--- config.mk ---
export PLATFORM = sky130hd
export DESIGN_NAME = ise_cell
export DESIGN_NICKNAME = d
export VERILOG_FILES = /design/src/rtl/insertion_sort_engine_defines.svh /design/src/rtl/ise_pkg.sv /design/src/rtl/ise_cell.sv
export SDC_FILE = /design/constraint.sdc
export NUM_CORES = 1
export LEC_CHECK = 0
export ABC_AREA = 1
export BUFFER_PORTS_ARGS = -buffer_cell sky130_fd_sc_hd__buf_2
export CAP_MARGIN = 40
export CORE_MARGIN = 2
export CORE_UTILIZATION = 29
export CTS_CLUSTER_SIZE = 28
export DETAILED_ROUTE_END_ITERATION = 10
export PLACE_DENSITY_LB_ADDON = 0.12
export SETUP_SLACK_MARGIN = 0.02
export SLEW_MARGIN = 10
export SYNTH_ARGS = -nofsm -noshare
export SYNTH_HDL_FRONTEND = slang
export SYNTH_SLANG_ARGS = --single-unit
export TNS_END_PERCENT = 10
--- constraint.sdc ---
create_clock -name clk -period 2.2 [get_ports clk]
set_input_delay 0.44 -clock clk [delete_from_list [all_inputs] [get_ports clk]]
set_output_delay 0.44 -clock clk [all_outputs]
set_load 0.02 [all_outputs]
--- src/rtl/insertion_sort_engine_defines.svh ---
// ---------------------------------------------------------------------------
// Assertion macros for the insertion sort engine
// Checks sampled at the rising edge of clk, disabled while rst is high.
// ---------------------------------------------------------------------------
`ifndef INSERTION_SORT_ENGINE_DEFINES_SVH
`define INSERTION_SORT_ENGINE_DEFINES_SVH

// Consequent must hold in the same cycle as the antecedent.
`define ISE_ASSERT_SAME(label, ante, cons) \
  label: assert property (@(posedge clk) disable iff (rst) (ante) |-> (cons)) \
    else $error("insertion sort engine check failed");

// Consequent must hold in the cycle after the antecedent.
`define ISE_ASSERT_NEXT(label, ante, cons) \
  label: assert property (@(posedge clk) disable iff (rst) (ante) |=> (cons)) \
    else $error("insertion sort engine check failed");

`endif

--- src/rtl/ise_pkg.sv ---
`timescale 1ns / 1ps
// ---------------------------------------------------------------------------
// Insertion sort engine package
// Sizes, slot and control types, and the key compare shared by the cells.
// ---------------------------------------------------------------------------
package ise_pkg;

  localparam int unsigned MAX_KEYS        = 64;
  localparam int unsigned KEY_WIDTH       = 32;
  localparam int unsigned IO_KEY_WIDTH    = 32;
  localparam int unsigned MODE_WIDTH      = 2;
  localparam int unsigned MODE_DESC_BIT   = 0;
  localparam int unsigned MODE_SIGNED_BIT = 1;

  typedef logic [KEY_WIDTH-1:0]  key_t;
  typedef logic [MODE_WIDTH-1:0] mode_t;

  typedef struct packed {
    logic valid;
    key_t key;
  } slot_t;

  typedef enum logic [2:0] {
    OP_HOLD      = 3'b001,
    OP_INSERT    = 3'b010,
    OP_SHIFT_OUT = 3'b100
  } cell_op_t;

  typedef struct packed {
    cell_op_t op;
    mode_t    mode;
    key_t     key;
  } cell_ctl_t;

  // True when stored key a must sit after new key b under the given mode.
  function automatic logic orders_after(key_t a, key_t b, mode_t mode);
    key_t sign_flip;
    key_t a_c;
    key_t b_c;
    sign_flip = '0;
    sign_flip[KEY_WIDTH-1] = mode[MODE_SIGNED_BIT];
    a_c = a ^ sign_flip;
    b_c = b ^ sign_flip;
    if (mode[MODE_DESC_BIT]) begin
      return a_c < b_c;
    end
    return a_c > b_c;
  endfunction

endpackage

--- src/rtl/ise_cell.sv ---
`timescale 1ns / 1ps
// ---------------------------------------------------------------------------
// Insertion sort cell
// Holds one slot of the sorted store; takes the new key or its left
// neighbor on insert, and its right neighbor while the store drains.
// ---------------------------------------------------------------------------
module ise_cell
  import ise_pkg::*;
(
  input  logic      clk,
  input  logic      rst,
  input  cell_ctl_t ctl,
  input  logic      run_self,
  input  logic      run_left,
  input  slot_t     left,
  input  slot_t     right,
  output slot_t     slot,
  output logic      after
);

  logic slot_valid;
  key_t slot_key;

  assign slot  = '{valid: slot_valid, key: slot_key};
  // An empty slot sits after any key, so the run of moving cells ends at the tail.
  assign after = !slot_valid || orders_after(slot_key, ctl.key, ctl.mode);

  always_ff @(posedge clk) begin
    if (rst) begin
      slot_valid <= 1'b0;
    end else begin
      unique case (ctl.op)
        OP_INSERT: begin
          if (run_self) begin
            slot_valid <= run_left ? left.valid : 1'b1;
          end
        end
        OP_SHIFT_OUT: begin
          slot_valid <= right.valid;
        end
        default: begin
        end
      endcase
    end
  end

  always_ff @(posedge clk) begin
    unique case (ctl.op)
      OP_INSERT: begin
        if (run_self) begin
          slot_key <= run_left ? left.key : ctl.key;
        end
      end
      OP_SHIFT_OUT: begin
        slot_key <= right.key;
      end
      default: begin
      end
    endcase
  end

endmodule

==> summary.md, run 1 <==
| Metric | Value |
|---|---|
| Mapped cell area | `2590 µm²` |
| Final antenna-violating net count | `0` |
| Arrival time worst endpoint | `slightly below 2000 ps` |
| Final Max Slew Viols | `0` |
| Total power | `1.84 mW` |
| Top-area cell type share of the netlist area | `37.1%` |
| Final period util | `109%` |
| RSZ-0062 raised after global routing | `true` |
| Failing checks | `setup timing` |
| Die area | `9710 µm²` |
| Reg clk slew, reported paths | `70 ps` |
| Vias/cell | `approximately 4.5` |
| Power per standard cell area | `524 nW/µm²` |
| Synth area leaders | `edfxtp_1 (37%), ha_1 (15%), nand2_1 (15%)` |
| Shortest period the worst path allows | `2400 ps` |
| FMAX | `417 MHz` |
| Static leakage power | `1.84 nW` |
| CP dominant cell by count | `nand2_1` |
| # H-tree levels | `2` |
| Crit-path max cell delay | `420 ps` |
| Final setup viols | `1` |
| Clock buffer depth | `2` |
| Worst IR Drop VDD | `0.238 mV` |
| Core region area | `8680 µm²` |
| Xor/xnor cell area share of the yosys netlist | `less than 1%` |
| Cell taking the most area after synthesis | `edfxtp_1` |
| Vias in the first global route | `2444` |
| TritonRoute pass-1 iters | `4` |
| Clock skew | `0 ps` |
| Num CTS Buffers | `5` |
| Die H | `98.6 µm` |
| Worst hold margin | `about 320 ps` |
| FF+latch count, synth | `33` |
| Compound-gate portion of the synthesized area | `12.6%` |
| Sink Count | `33` |
| Routed vias | `approximately 2600` |
| Post-synth top flop | `edfxtp_1` |
| Setup ws final | `-201 ps` |
| First-pass GRT wire length | `approximately 11 mm` |
| Proportion of synthesized area in mux cells | `0%` |
| Global route overflow | `0` |
| CTS Hold Bufs | `0` |
| Crit path launch type | `flip-flop` |
| Die Wd | `98.6 µm` |
| Area Overhead vs Synth | `35.8%` |
| Fraction of layout instances using a drive strength above 1 | `35.6%` |
| Largest fanout on the critical path | `2` |
| Skew-Pair Late Insertion Delay | `280 ps` |
| DRC | `0` |
| Final hold violation count | `0` |
| Worst setup EP type | `output port` |
| Mapped Nets | `roughly 470` |
| Max-cap viol count | `0` |
| Crit path cell chain | `xor2_1 -> ha_1 -> a21oi_2 -> o21a_1 -> nand2_1 -> a21oi_2 -> nand2_1 -> nand2_1 -> nand3_2 -> buf_6` |
| Standard-cell rows | `34` |
| Hold Path Class | `in -> reg` |
| CTS Root Cell | `clkbuf_8` |
| Dpl hpwl | `5.54 mm` |
| Placer Congestion | `about 0.78` |
| Buffers & Inverters on Critical Path | `1` |
| Critical path class | `reg -> out` |
| Syn Inst Count | `332` |
| Critical Path RT | `approximately 1800 ps` |
| Main combinational cell family by area after synthesis | `simple AND/OR/NAND/NOR gates` |
| Drt total wl | `7.20 mm` |
| Register area share after synthesis | `37.8%` |
| Port Buffers | `140` |
| Warnings from Yosys | `0` |
| CTS tree | `yes` |
| CP top delay family | `flip-flops` |
| Post-synth ARST share | `0%` |
| Initial core utilization | `around 30%` |
| Outcome | `complete, but fails checks` |
| GRT Overall Usage | `14.5%` |
| Flop-to-flop setup slack | `1470 ps` |
| Critical path's slowest cell | `edfxtp_1` |
| Routed WL per cell | `about 12 µm` |
| Number of flops mapped to enable cells by yosys | `32` |
| Post-Syn Area per Cell | `7.81 µm²` |
| Final nets | `610` |
| Cell variety after synth | `24` |
| ANT cells | `0` |
| Slew headroom | `67.8%` |
| Fill cell count | `946` |
| Synth Area in Simple Gates | `23.5%` |
| Initial antenna violation count | `0` |
| Number of top-level pins | `roughly 140` |
| Post-synthesis adder-cell area fraction | `15.4%` |
| Largest net degree at the start of global routing | `39` |
| Least-Margin Pin Slew | `483 ps` |
| Initial DRC count | `49` |
[cell usage after synthesis, types with 2 or more instances]
cell type and instances:
o21ai_0 2, clkbuf_1 2, buf_2 7, o21a_1 2, nand2_1 102, inv_1 40, nor2_1 44, nand4_1 2
a21oi_1 15, nand3_1 5, a31oi_1 32, ha_1 32, buf_6 5, edfxtp_1 32
[repair_timing]
item / 4_1_cts / 5_1_grt
pin swaps: 7 / 3
setup endpoints to repair: 1 / 1
gates resized for setup: 5 / 8
cloned: 0 / 0
buffers inserted: 1 / 1
[final timing paths]
| kind | from | to | cells past startpoint |
|---|---|---|---|
| worst max-delay path | slot_key[31]$_DFFE_PP_ | after | 10 |
| worst min-delay path | rst | slot_valid$_SDFFE_PP0P_ | 2 |
| worst max register to register | slot_valid$_SDFFE_PP0P_ | slot_valid$_SDFFE_PP0P_ | 2 |
| worst min register to register | slot_valid$_SDFFE_PP0P_ | slot_valid$_SDFFE_PP0P_ | 2 |
[kinds of logic after synthesis]
logic type	Yosys count
simple gates	156
fa+ha+maj	32
flops	33
compound gates	54
xor+xnor	2
buf+inv	55
[through the flow]
stage / instances / utilization [%] / worst slack [ps] / cell area [µm²] / TNS [ps]
final: 580 / 40.6 / -201 / 3520 / -201
after global routing: 580 / 40.6 / -332 / 3520 / -332
after CTS: 579 / 40.2 / -198 / 3490 / -198
after detailed placement: 570 / 38.7 / -97.2 / 3360 / -97.2
after global placement: 570 / 38.7 / -80.7 / 3360 / -80.7
after floorplan: 332 / - / 52.3 / 2590 / 0
[where the power goes]
part / switching, mW / internal, mW
registers: 0.0270 / 0.755
logic: 0.311 / 0.232
clock network: 0.235 / 0.283
total: 0.574 / 1.27
[cell type report]
| class | count | area (µm²) | share of cell area (%) |
|---|---|---|---|
| timing repair buffer | 147 | 759 | 21.6 |
| clock buffer | 7 | 96.3 | 2.74 |
| tap | 108 | 135 | 3.84 |
| multi-input combinational | 244 | 1390 | 39.6 |
| sequential | 33 | 981 | 27.9 |
| inverter | 40 | 150 | 4.26 |
| clock inverter | 1 | 5.00 | 0.142 |
[per-layer routing]
layer / vias up / routed length [µm] / track usage (%)
li1: 1380 / - / -
met1: 1134 / 3240 / 18.6
met2: 81 / 3440 / 25.1
met3: 7 / 423 / 2.91
met4: 0 / 87 / 3.48
met5: - / 0 / 0
[worst reg2reg max path, stage by stage (launching register included)]
cell and delay (ps):
dfxtp_1 390, nor2_1 80, a311oi_2 180
[registers in the layout, indices dropped and copies added (netlist names)]
| signal | cells |
|---|---|
| slot_key | 32 |
| slot_valid | 1 |
[placed cells by master, fill, tap and decap left out, drive strengths merged, types with 2 or more instances in the layout]
cell type  count
a21oi         15
a31oi         32
buf          147
clkbuf         7
edfxtp        32
ha            32
inv           40
nand2        104
nand3          5
nand4          2
nor2          45
o21a           2
o21ai          3
(Power assumes the default switching activity.)
==> inputs of run 2 (changes only) <==
--- a/config.mk
+++ b/config.mk
@@ -8,6 +8,7 @@
 export ABC_AREA = 1
 export BUFFER_PORTS_ARGS = -buffer_cell sky130_fd_sc_hd__buf_2
 export CAP_MARGIN = 40
+export CORE_ASPECT_RATIO = 0.75
 export CORE_MARGIN = 2
 export CORE_UTILIZATION = 29
 export CTS_CLUSTER_SIZE = 28
==> run 2 against run 1 <==
First-iteration DRC count rose by 84%. The run ends with DRC, setup timing left. Utilization rose by 1.4 points. Sequential power barely moved. Clock skew did not move. Sequential share of layout area fell by 0.55 points. Combinational power rose by 1%. Largest power group unchanged.
==> summary.md, run 2 (synthesized netlist as in run 1, its figures left out) <==
| Metric | Value |
|---|---|
| Routed WL per cell | `12.2 µm (was 12.4 µm)` |
| Final nets | `614 (was 610)` |
| Final setup viols | `1 (unchanged)` |
| Skew-Pair Late Insertion Delay | `270 ps (was 280 ps)` |
| FMAX | `417 MHz (about the same)` |
| # H-tree levels | `2 (unchanged)` |
| Failing checks | `DRC, setup timing (was setup timing)` |
| Routed vias | `2610 (was 2602)` |
| Num CTS Buffers | `5 (unchanged)` |
| Static leakage power | `1.88 nW (was 1.84 nW)` |
| Combinational fraction of design power | `26.9% (was 29.5%)` |
| Shortest period the worst path allows | `2400 ps (about the same)` |
| Clock buffer depth | `2 (unchanged)` |
| Critical Path RT | `1760 ps (about the same)` |
| Sum of negative setup slack | `-199 ps (was -201 ps)` |
| RSZ-0062 raised after global routing | `true (unchanged)` |
| Global route overflow | `0 (unchanged)` |
| Fill cell count | `936 (was 946)` |
| Final core occ | `41.9% (was 40.6%)` |
| Arrival time worst endpoint | `1960 ps (about the same)` |
| Placer Congestion | `0.736 (was 0.783)` |
| Area Overhead vs Synth | `38.6% (was 35.8%)` |
| Max-cap viol count | `0 (unchanged)` |
| CTS Hold Bufs | `0 (unchanged)` |
| Worst Hold Path EP | `slot_valid$_SDFFE_PP0P_ (unchanged)` |
| FF+latch area | `981 µm² (unchanged)` |
| Commonest non-fill, non-tap cells in the layout | `buf_2 (139), nand2_1 (99), nor2_1 (42) (was buf_2 (139), nand2_1 (100), nor2_1 (41))` |
| First-pass GRT wire length | `11.3 mm (was 11.4 mm)` |
| Crit-path max cell delay | `410 ps (was 420 ps)` |
| CTS Root Cell | `clkbuf_16 (was clkbuf_8)` |
| Power Internal | `1.45 mW (was 1.27 mW)` |
| Final Max Slew Viols | `0 (unchanged)` |
| Power per standard cell area | `569 nW/µm² (was 524 nW/µm²)` |
| Switching power | `0.596 mW (was 0.574 mW)` |
| Reg clk slew, reported paths | `50 ps (was 70 ps)` |
| Worst setup EP type | `output port (unchanged)` |
| Final hold violation count | `0 (unchanged)` |
| DRC | `8 (was 0)` |
| Critical path's slowest cell | `edfxtp_1 (unchanged)` |
| Die H | `85.9 µm (was 98.6 µm)` |
| Hold Startpoint | `rst (unchanged)` |
| Sink Count | `33 (unchanged)` |
| Initial DRC count | `90 (was 49)` |
| Critical path class | `reg -> out (unchanged)` |
| Part of the power in registers | `38.4% (was 42.4%)` |
| Crit path launch type | `flip-flop (unchanged)` |
| Setup ws final | `-199 ps (was -201 ps)` |
| FF-to-FF Start | `slot_valid$_SDFFE_PP0P_ (unchanged)` |
| Least-Margin Pin Slew | `483 ps (about the same)` |
| Outcome | `complete, but fails checks (unchanged)` |
| Final period util | `109% (about the same)` |
| Hold path depth | `2 (unchanged)` |
| Clock skew | `0 ps (unchanged)` |
| Clock power frac | `34.7% (was 28.1%)` |
| Switching power share of the total | `29.2% (was 31.1%)` |
| Slew headroom | `67.8% (about the same)` |
| Dpl hpwl | `5.51 mm (was 5.54 mm)` |
| Hold Path Class | `in -> reg (unchanged)` |
| Port Buffers | `140 (unchanged)` |
| Worst IR Drop VDD | `0.251 mV (was 0.238 mV)` |
| TritonRoute pass-1 iters | `7 (was 4)` |
| Multi-input gate area | `1390 µm² (about the same)` |
| Initial core utilization | `30.3% (was 29.9%)` |
| Crit path cell chain | `xor2_1 -> ha_1 -> nand2_2 -> nor2_4 -> nand2_2 -> inv_1 -> a21oi_2 -> nand2_1 -> nand2_1 -> nand3_2 -> buf_6 (was xor2_1 -> ha_1 -> a21oi_2 -> o21a_1 -> nand2_1 -> a21oi_2 -> nand2_1 -> nand2_1 -> nand3_2 -> buf_6)` |
| Standard-cell rows | `29 (was 34)` |
| Cells on worst reg2reg path | `2 (unchanged)` |
| Largest fanout on the critical path | `2 (unchanged)` |
| Die Wd | `113 µm (was 98.6 µm)` |
| Vias/cell | `4.47 (was 4.49)` |
| Fraction of layout instances using a drive strength above 1 | `35.5% (was 35.6%)` |
| Worst R2R End | `slot_valid$_SDFFE_PP0P_ (unchanged)` |
| Die area | `9720 µm² (was 9710 µm²)` |
| Most common cell after layout, fill and taps aside | `buf_2 (unchanged)` |
| Number of top-level pins | `141 (unchanged)` |
| Max FFs per register | `32 (unchanged)` |
| Drt total wl | `7.14 mm (was 7.20 mm)` |
| Final antenna-violating net count | `0 (unchanged)` |
| Largest Register | `slot_key (unchanged)` |
| Largest net degree at the start of global routing | `35 (was 39)` |
| Core region area | `8560 µm² (was 8680 µm²)` |
| CTS tree | `yes (unchanged)` |
| GRT Overall Usage | `14.7% (was 14.5%)` |
| Vias in the first global route | `2423 (was 2444)` |
| Flop-to-flop setup slack | `1480 ps (was 1470 ps)` |
| Biggest regs | `slot_key x32, slot_valid x1 (unchanged)` |
| ANT cells | `0 (unchanged)` |
| Initial antenna violation count | `0 (unchanged)` |
-- run 2: cell types whose count changed in the layout (fill, tap and decap cells not counted), sizes merged --
cell,before,now
clkinv,1,0
clkbuf,7,8
buf,147,151
-- run 2: power groups by stage --
stage / logic [mW] / registers [mW] / clock network (mW)
floorplan: 0.262 / 0.852 / 0
global placement: 0.533 / 0.796 / 0
detailed placement: 0.532 / 0.797 / 0
CTS: 0.546 / 0.785 / 0.730
global route: 0.627 / 0.791 / 0.754
finish: 0.549 / 0.785 / 0.709
-- run 2: metrics by stage --
stage | setup WS (ps) | cell area, µm² | hold slack [ps] | power [mW] | std cells
after CTS | -203 | 3560 | 329 | 2.06 | 583
after detailed placement | -83.4 | 3380 | 534 | 1.33 | 573
after global routing | -335 | 3590 | 325 | 2.17 | 584
after global placement | -88.8 | 3380 | 526 | 1.33 | 573
after floorplan | 52.3 | 2590 | 509 | 1.11 | 332
final | -199 | 3590 | 334 | 2.04 | 584
-- run 2: timing repair --
item	4_1_cts	5_1_grt
pin swaps	7	3
endpoints found under the hold margin	0	0
setup endpoints to repair	1	1
setup buffers	2	1
gates resized for setup	4	9
-- run 2: worst max-delay path by stage --
stage / startpoint / to / depth (start not counted)
floorplan: slot_key[31]$_DFFE_PP_ / after / 9
global placement: ctl[33] / after / 11
detailed placement: ctl[33] / after / 10
CTS: slot_key[31]$_DFFE_PP_ / after / 10
global route: slot_key[31]$_DFFE_PP_ / after / 10
finish: slot_key[31]$_DFFE_PP_ / after / 11
-- run 2: layout make-up --
class | instances | area share, %
tap | 108 | 3.76
multi-input combinational | 244 | 38.7
timing repair buffer | 151 | 22.0
inverter | 40 | 4.18
clock buffer | 8 | 4.08
sequential | 33 | 27.3
-- run 2: routing by layer --
metal | wire length [µm] | GRT usage (%) | vias up
met1 | 3500 | 20.3 | 1136
met3 | 449 | 3.04 | 7
met2 | 3120 | 23.5 | 74
met5 | 0 | 0 | -
met4 | 72 | 3.99 | 0
li1 | - | - | 1393
-- run 2: worst max-delay path, delay by kind of cell (launching register included) --
family / cells / cell delay (ps)
compound gates: 1 / 140
simple gates: 6 / 430
fa+ha+maj: 1 / 340
flops: 1 / 410
xor+xnor: 1 / 160
buf+inv: 2 / 190
==> inputs of run 3 (changes only) <==
==> constraint.sdc (replaced) <==
create_clock -name clk -period 2.42 [get_ports clk]
set_input_delay 0.484 -clock clk [delete_from_list [all_inputs] [get_ports clk]]
set_output_delay 0.484 -clock clk [all_outputs]
set_load 0.02 [all_outputs]
==> run 3 against run 2 <==
The run still ends with DRC, setup timing left. Die area unchanged. Clock power shrank 9.9%. Combinational power shrank 11%. Utilization is 0.39 points lower. Clock skew unchanged. First-iteration DRC count rose by 47%. Global-route usage about the same. Design area shrank 0.94%. Largest power group unchanged.
==> summary.md, run 3 (synthesized netlist as in run 1, its figures left out) <==
| Metric | Value |
|---|---|
| Outcome | `complete, but fails checks (unchanged)` |
| Failing checks | `DRC, setup timing (unchanged)` |
| First-pass GRT wire length | `11.3 mm (about the same)` |
| Hold path depth | `2 (unchanged)` |
| Skew-Pair Late Insertion Delay | `270 ps (about the same)` |
| Standard-cell rows | `29 (unchanged)` |
| Static leakage power | `1.86 nW (was 1.88 nW)` |
| Clock power frac | `34.7% (about the same)` |
| # H-tree levels | `2 (unchanged)` |
| Initial antenna violation count | `0 (unchanged)` |
| Critical path class | `reg -> out (unchanged)` |
| Crit path cell chain | `xor2_1 -> ha_1 -> a21oi_2 -> o21a_1 -> nand2_1 -> a21oi_2 -> nand2_1 -> nand2_1 -> nand3_2 -> buf_6 (was xor2_1 -> ha_1 -> nand2_2 -> nor2_4 -> nand2_2 -> inv_1 -> a21oi_2 -> nand2_1 -> nand2_1 -> nand3_2 -> buf_6)` |
| Vias in the first global route | `2408 (was 2423)` |
| Total power | `1.84 mW (was 2.04 mW)` |
| Area Overhead vs Synth | `37.3% (was 38.6%)` |
| Switching power | `0.535 mW (was 0.596 mW)` |
| Max FFs per register | `32 (unchanged)` |
| Clock buffer depth | `2 (unchanged)` |
| Dpl hpwl | `5.51 mm (about the same)` |
| Most common cell after layout, fill and taps aside | `buf_2 (unchanged)` |
| Largest Register | `slot_key (unchanged)` |
| Fill cell count | `908 (was 936)` |
| Fraction of layout instances using a drive strength above 1 | `35.1% (was 35.5%)` |
| ANT cells | `0 (unchanged)` |
| Final setup viols | `1 (unchanged)` |
| Final Max Slew Viols | `0 (unchanged)` |
| FMAX | `413 MHz` |
| Final hold violation count | `0 (unchanged)` |
| Worst Hold Path EP | `slot_valid$_SDFFE_PP0P_ (unchanged)` |
| Clock skew | `0 ps (unchanged)` |
| Placed Area | `3360 µm² (was 3380 µm²)` |
| Flop-to-flop setup slack | `1720 ps (was 1480 ps)` |
| Dpl cells | `570 (was 573)` |
| Vias/cell | `4.40 (was 4.47)` |
| Worst R2R End | `slot_valid$_SDFFE_PP0P_ (unchanged)` |
| Slew headroom | `67.7% (was 67.8%)` |
| Die H | `85.9 µm (unchanged)` |
| Least-Margin Pin Slew | `484 ps (was 483 ps)` |
| Power Internal | `1.31 mW (was 1.45 mW)` |
| CP dominant cell by count | `nand2_1` |
| Final core occ | `41.6% (was 41.9%)` |
| Sum of negative setup slack | `-1.08 ps (was -199 ps)` |
| Part of the power in registers | `38.7% (was 38.4%)` |
| Critical path's slowest cell | `edfxtp_1 (unchanged)` |
| Final non-filler cell total | `578 (was 584)` |
| Num CTS Buffers | `5 (unchanged)` |
| FF-to-FF Start | `slot_valid$_SDFFE_PP0P_ (unchanged)` |
| Power per standard cell area | `517 nW/µm² (was 569 nW/µm²)` |
| Max-cap viol count | `0 (unchanged)` |
| Initial core utilization | `30.3% (unchanged)` |
| Reg clk slew, reported paths | `60 ps (was 50 ps)` |
| Biggest regs | `slot_key x32, slot_valid x1 (unchanged)` |
| Final period util | `100%` |
| Finished Cell Area | `3560 µm² (was 3590 µm²)` |
| Final nets | `608 (was 614)` |
| Shortest period the worst path allows | `2420 ps` |
| Commonest non-fill, non-tap cells in the layout | `buf_2 (139), nand2_1 (99), nor2_1 (41) (was buf_2 (139), nand2_1 (99), nor2_1 (42))` |
| Buffers & Inverters on Critical Path | `1 (was 2)` |
| Switching power share of the total | `29.1% (was 29.2%)` |
| Setup ws final | `-1.08 ps (was -199 ps)` |
| Worst hold margin | `379 ps (was 334 ps)` |
| Crit-path max cell delay | `410 ps (about the same)` |
| Worst IR Drop VDD | `0.242 mV (was 0.251 mV)` |
| Arrival time worst endpoint | `1940 ps (was 1960 ps)` |
| CP top delay family | `flip-flops (was simple AND/OR/NAND/NOR gates)` |
| Placer Congestion | `0.727 (was 0.736)` |
| Final antenna-violating net count | `0 (unchanged)` |
| CTS tree | `yes (unchanged)` |
| Initial DRC count | `132 (was 90)` |
| Worst setup EP type | `output port (unchanged)` |
| Post-CTS setup buffer count | `0 (was 2)` |
| GRT Overall Usage | `14.7% (about the same)` |
| Worst slack at placement | `42.1 ps (was -83.4 ps)` |
| Drt total wl | `7.05 mm (was 7.14 mm)` |
| Global route overflow | `0 (unchanged)` |
| RSZ-0062 raised after global routing | `true (unchanged)` |
| CTS Hold Bufs | `0 (unchanged)` |
| Critical Path RT | `1940 ps (was 1760 ps)` |
| Crit path launch type | `flip-flop (unchanged)` |
| Largest fanout on the critical path | `2 (unchanged)` |
| Core region area | `8560 µm² (unchanged)` |
| Routed vias | `2545 (was 2610)` |
| Die Wd | `113 µm (unchanged)` |
| Routed WL per cell | `12.2 µm (about the same)` |
| Port Buffers | `140 (unchanged)` |
| DRC | `8 (unchanged)` |
| Hold Path Class | `in -> reg (unchanged)` |
| Largest net degree at the start of global routing | `35 (unchanged)` |
| Hold Startpoint | `rst (unchanged)` |
| CTS Root Cell | `clkbuf_16 (unchanged)` |
| Combinational fraction of design power | `26.6% (was 26.9%)` |
| TritonRoute pass-1 iters | `7 (unchanged)` |
| Cells on worst reg2reg path | `2 (unchanged)` |
| Sink Count | `33 (unchanged)` |
| Number of top-level pins | `141 (unchanged)` |
| Die area | `9720 µm² (unchanged)` |
[run 3: cell type report]
| class | instances | area [µm²] | share of cell area, % |
|---|---|---|---|
| multi-input combinational | 244 | 1400 | 39.4 |
| sequential | 33 | 981 | 27.6 |
| timing repair buffer | 145 | 744 | 20.9 |
| inverter | 40 | 150 | 4.22 |
| clock buffer | 8 | 146 | 4.11 |
| tap | 108 | 135 | 3.80 |
[run 3: power by group through the flow]
stage,Combinational (mW),Clock [mW],Sequential (mW)
global route,0.559,0.688,0.718
global placement,0.477,0,0.723
finish,0.490,0.639,0.712
floorplan,0.238,0,0.775
CTS,0.490,0.661,0.713
detailed placement,0.479,0,0.724
[run 3: worst max path at each step]
| stage | start | to | depth (start not counted) |
|---|---|---|---|
| after global placement | ctl[33] | after | 11 |
| after CTS | slot_key[31]$_DFFE_PP_ | after | 10 |
| after global routing | slot_key[31]$_DFFE_PP_ | after | 10 |
| after detailed placement | ctl[33] | after | 11 |
| after floorplan | slot_key[31]$_DFFE_PP_ | after | 9 |
| final | slot_key[31]$_DFFE_PP_ | after | 10 |
[run 3: worst reg2reg max path, cell delays in order, from the launching register on]
cell and delay [ps]:
dfxtp_1 360, nor2_1 70, a311oi_2 180
[run 3: what timing repair did]
item,4_1_cts,5_1_grt
pin swaps,8,4
endpoints found under the setup margin,1,1
gates resized for setup,6,9
gates cloned,0,0
[run 3: per-layer routing]
layer  part of all wire [%]  wire length (µm)  up-vias  GRT usage (%)
li1                       -                 -     1380              -
met1                     49              3460     1091           20.5
met2                     44              3110       72           23.2
met3                    6.3               441        2           3.18
met4                   0.57                40        0           3.66
met5                      0                 0        -              0
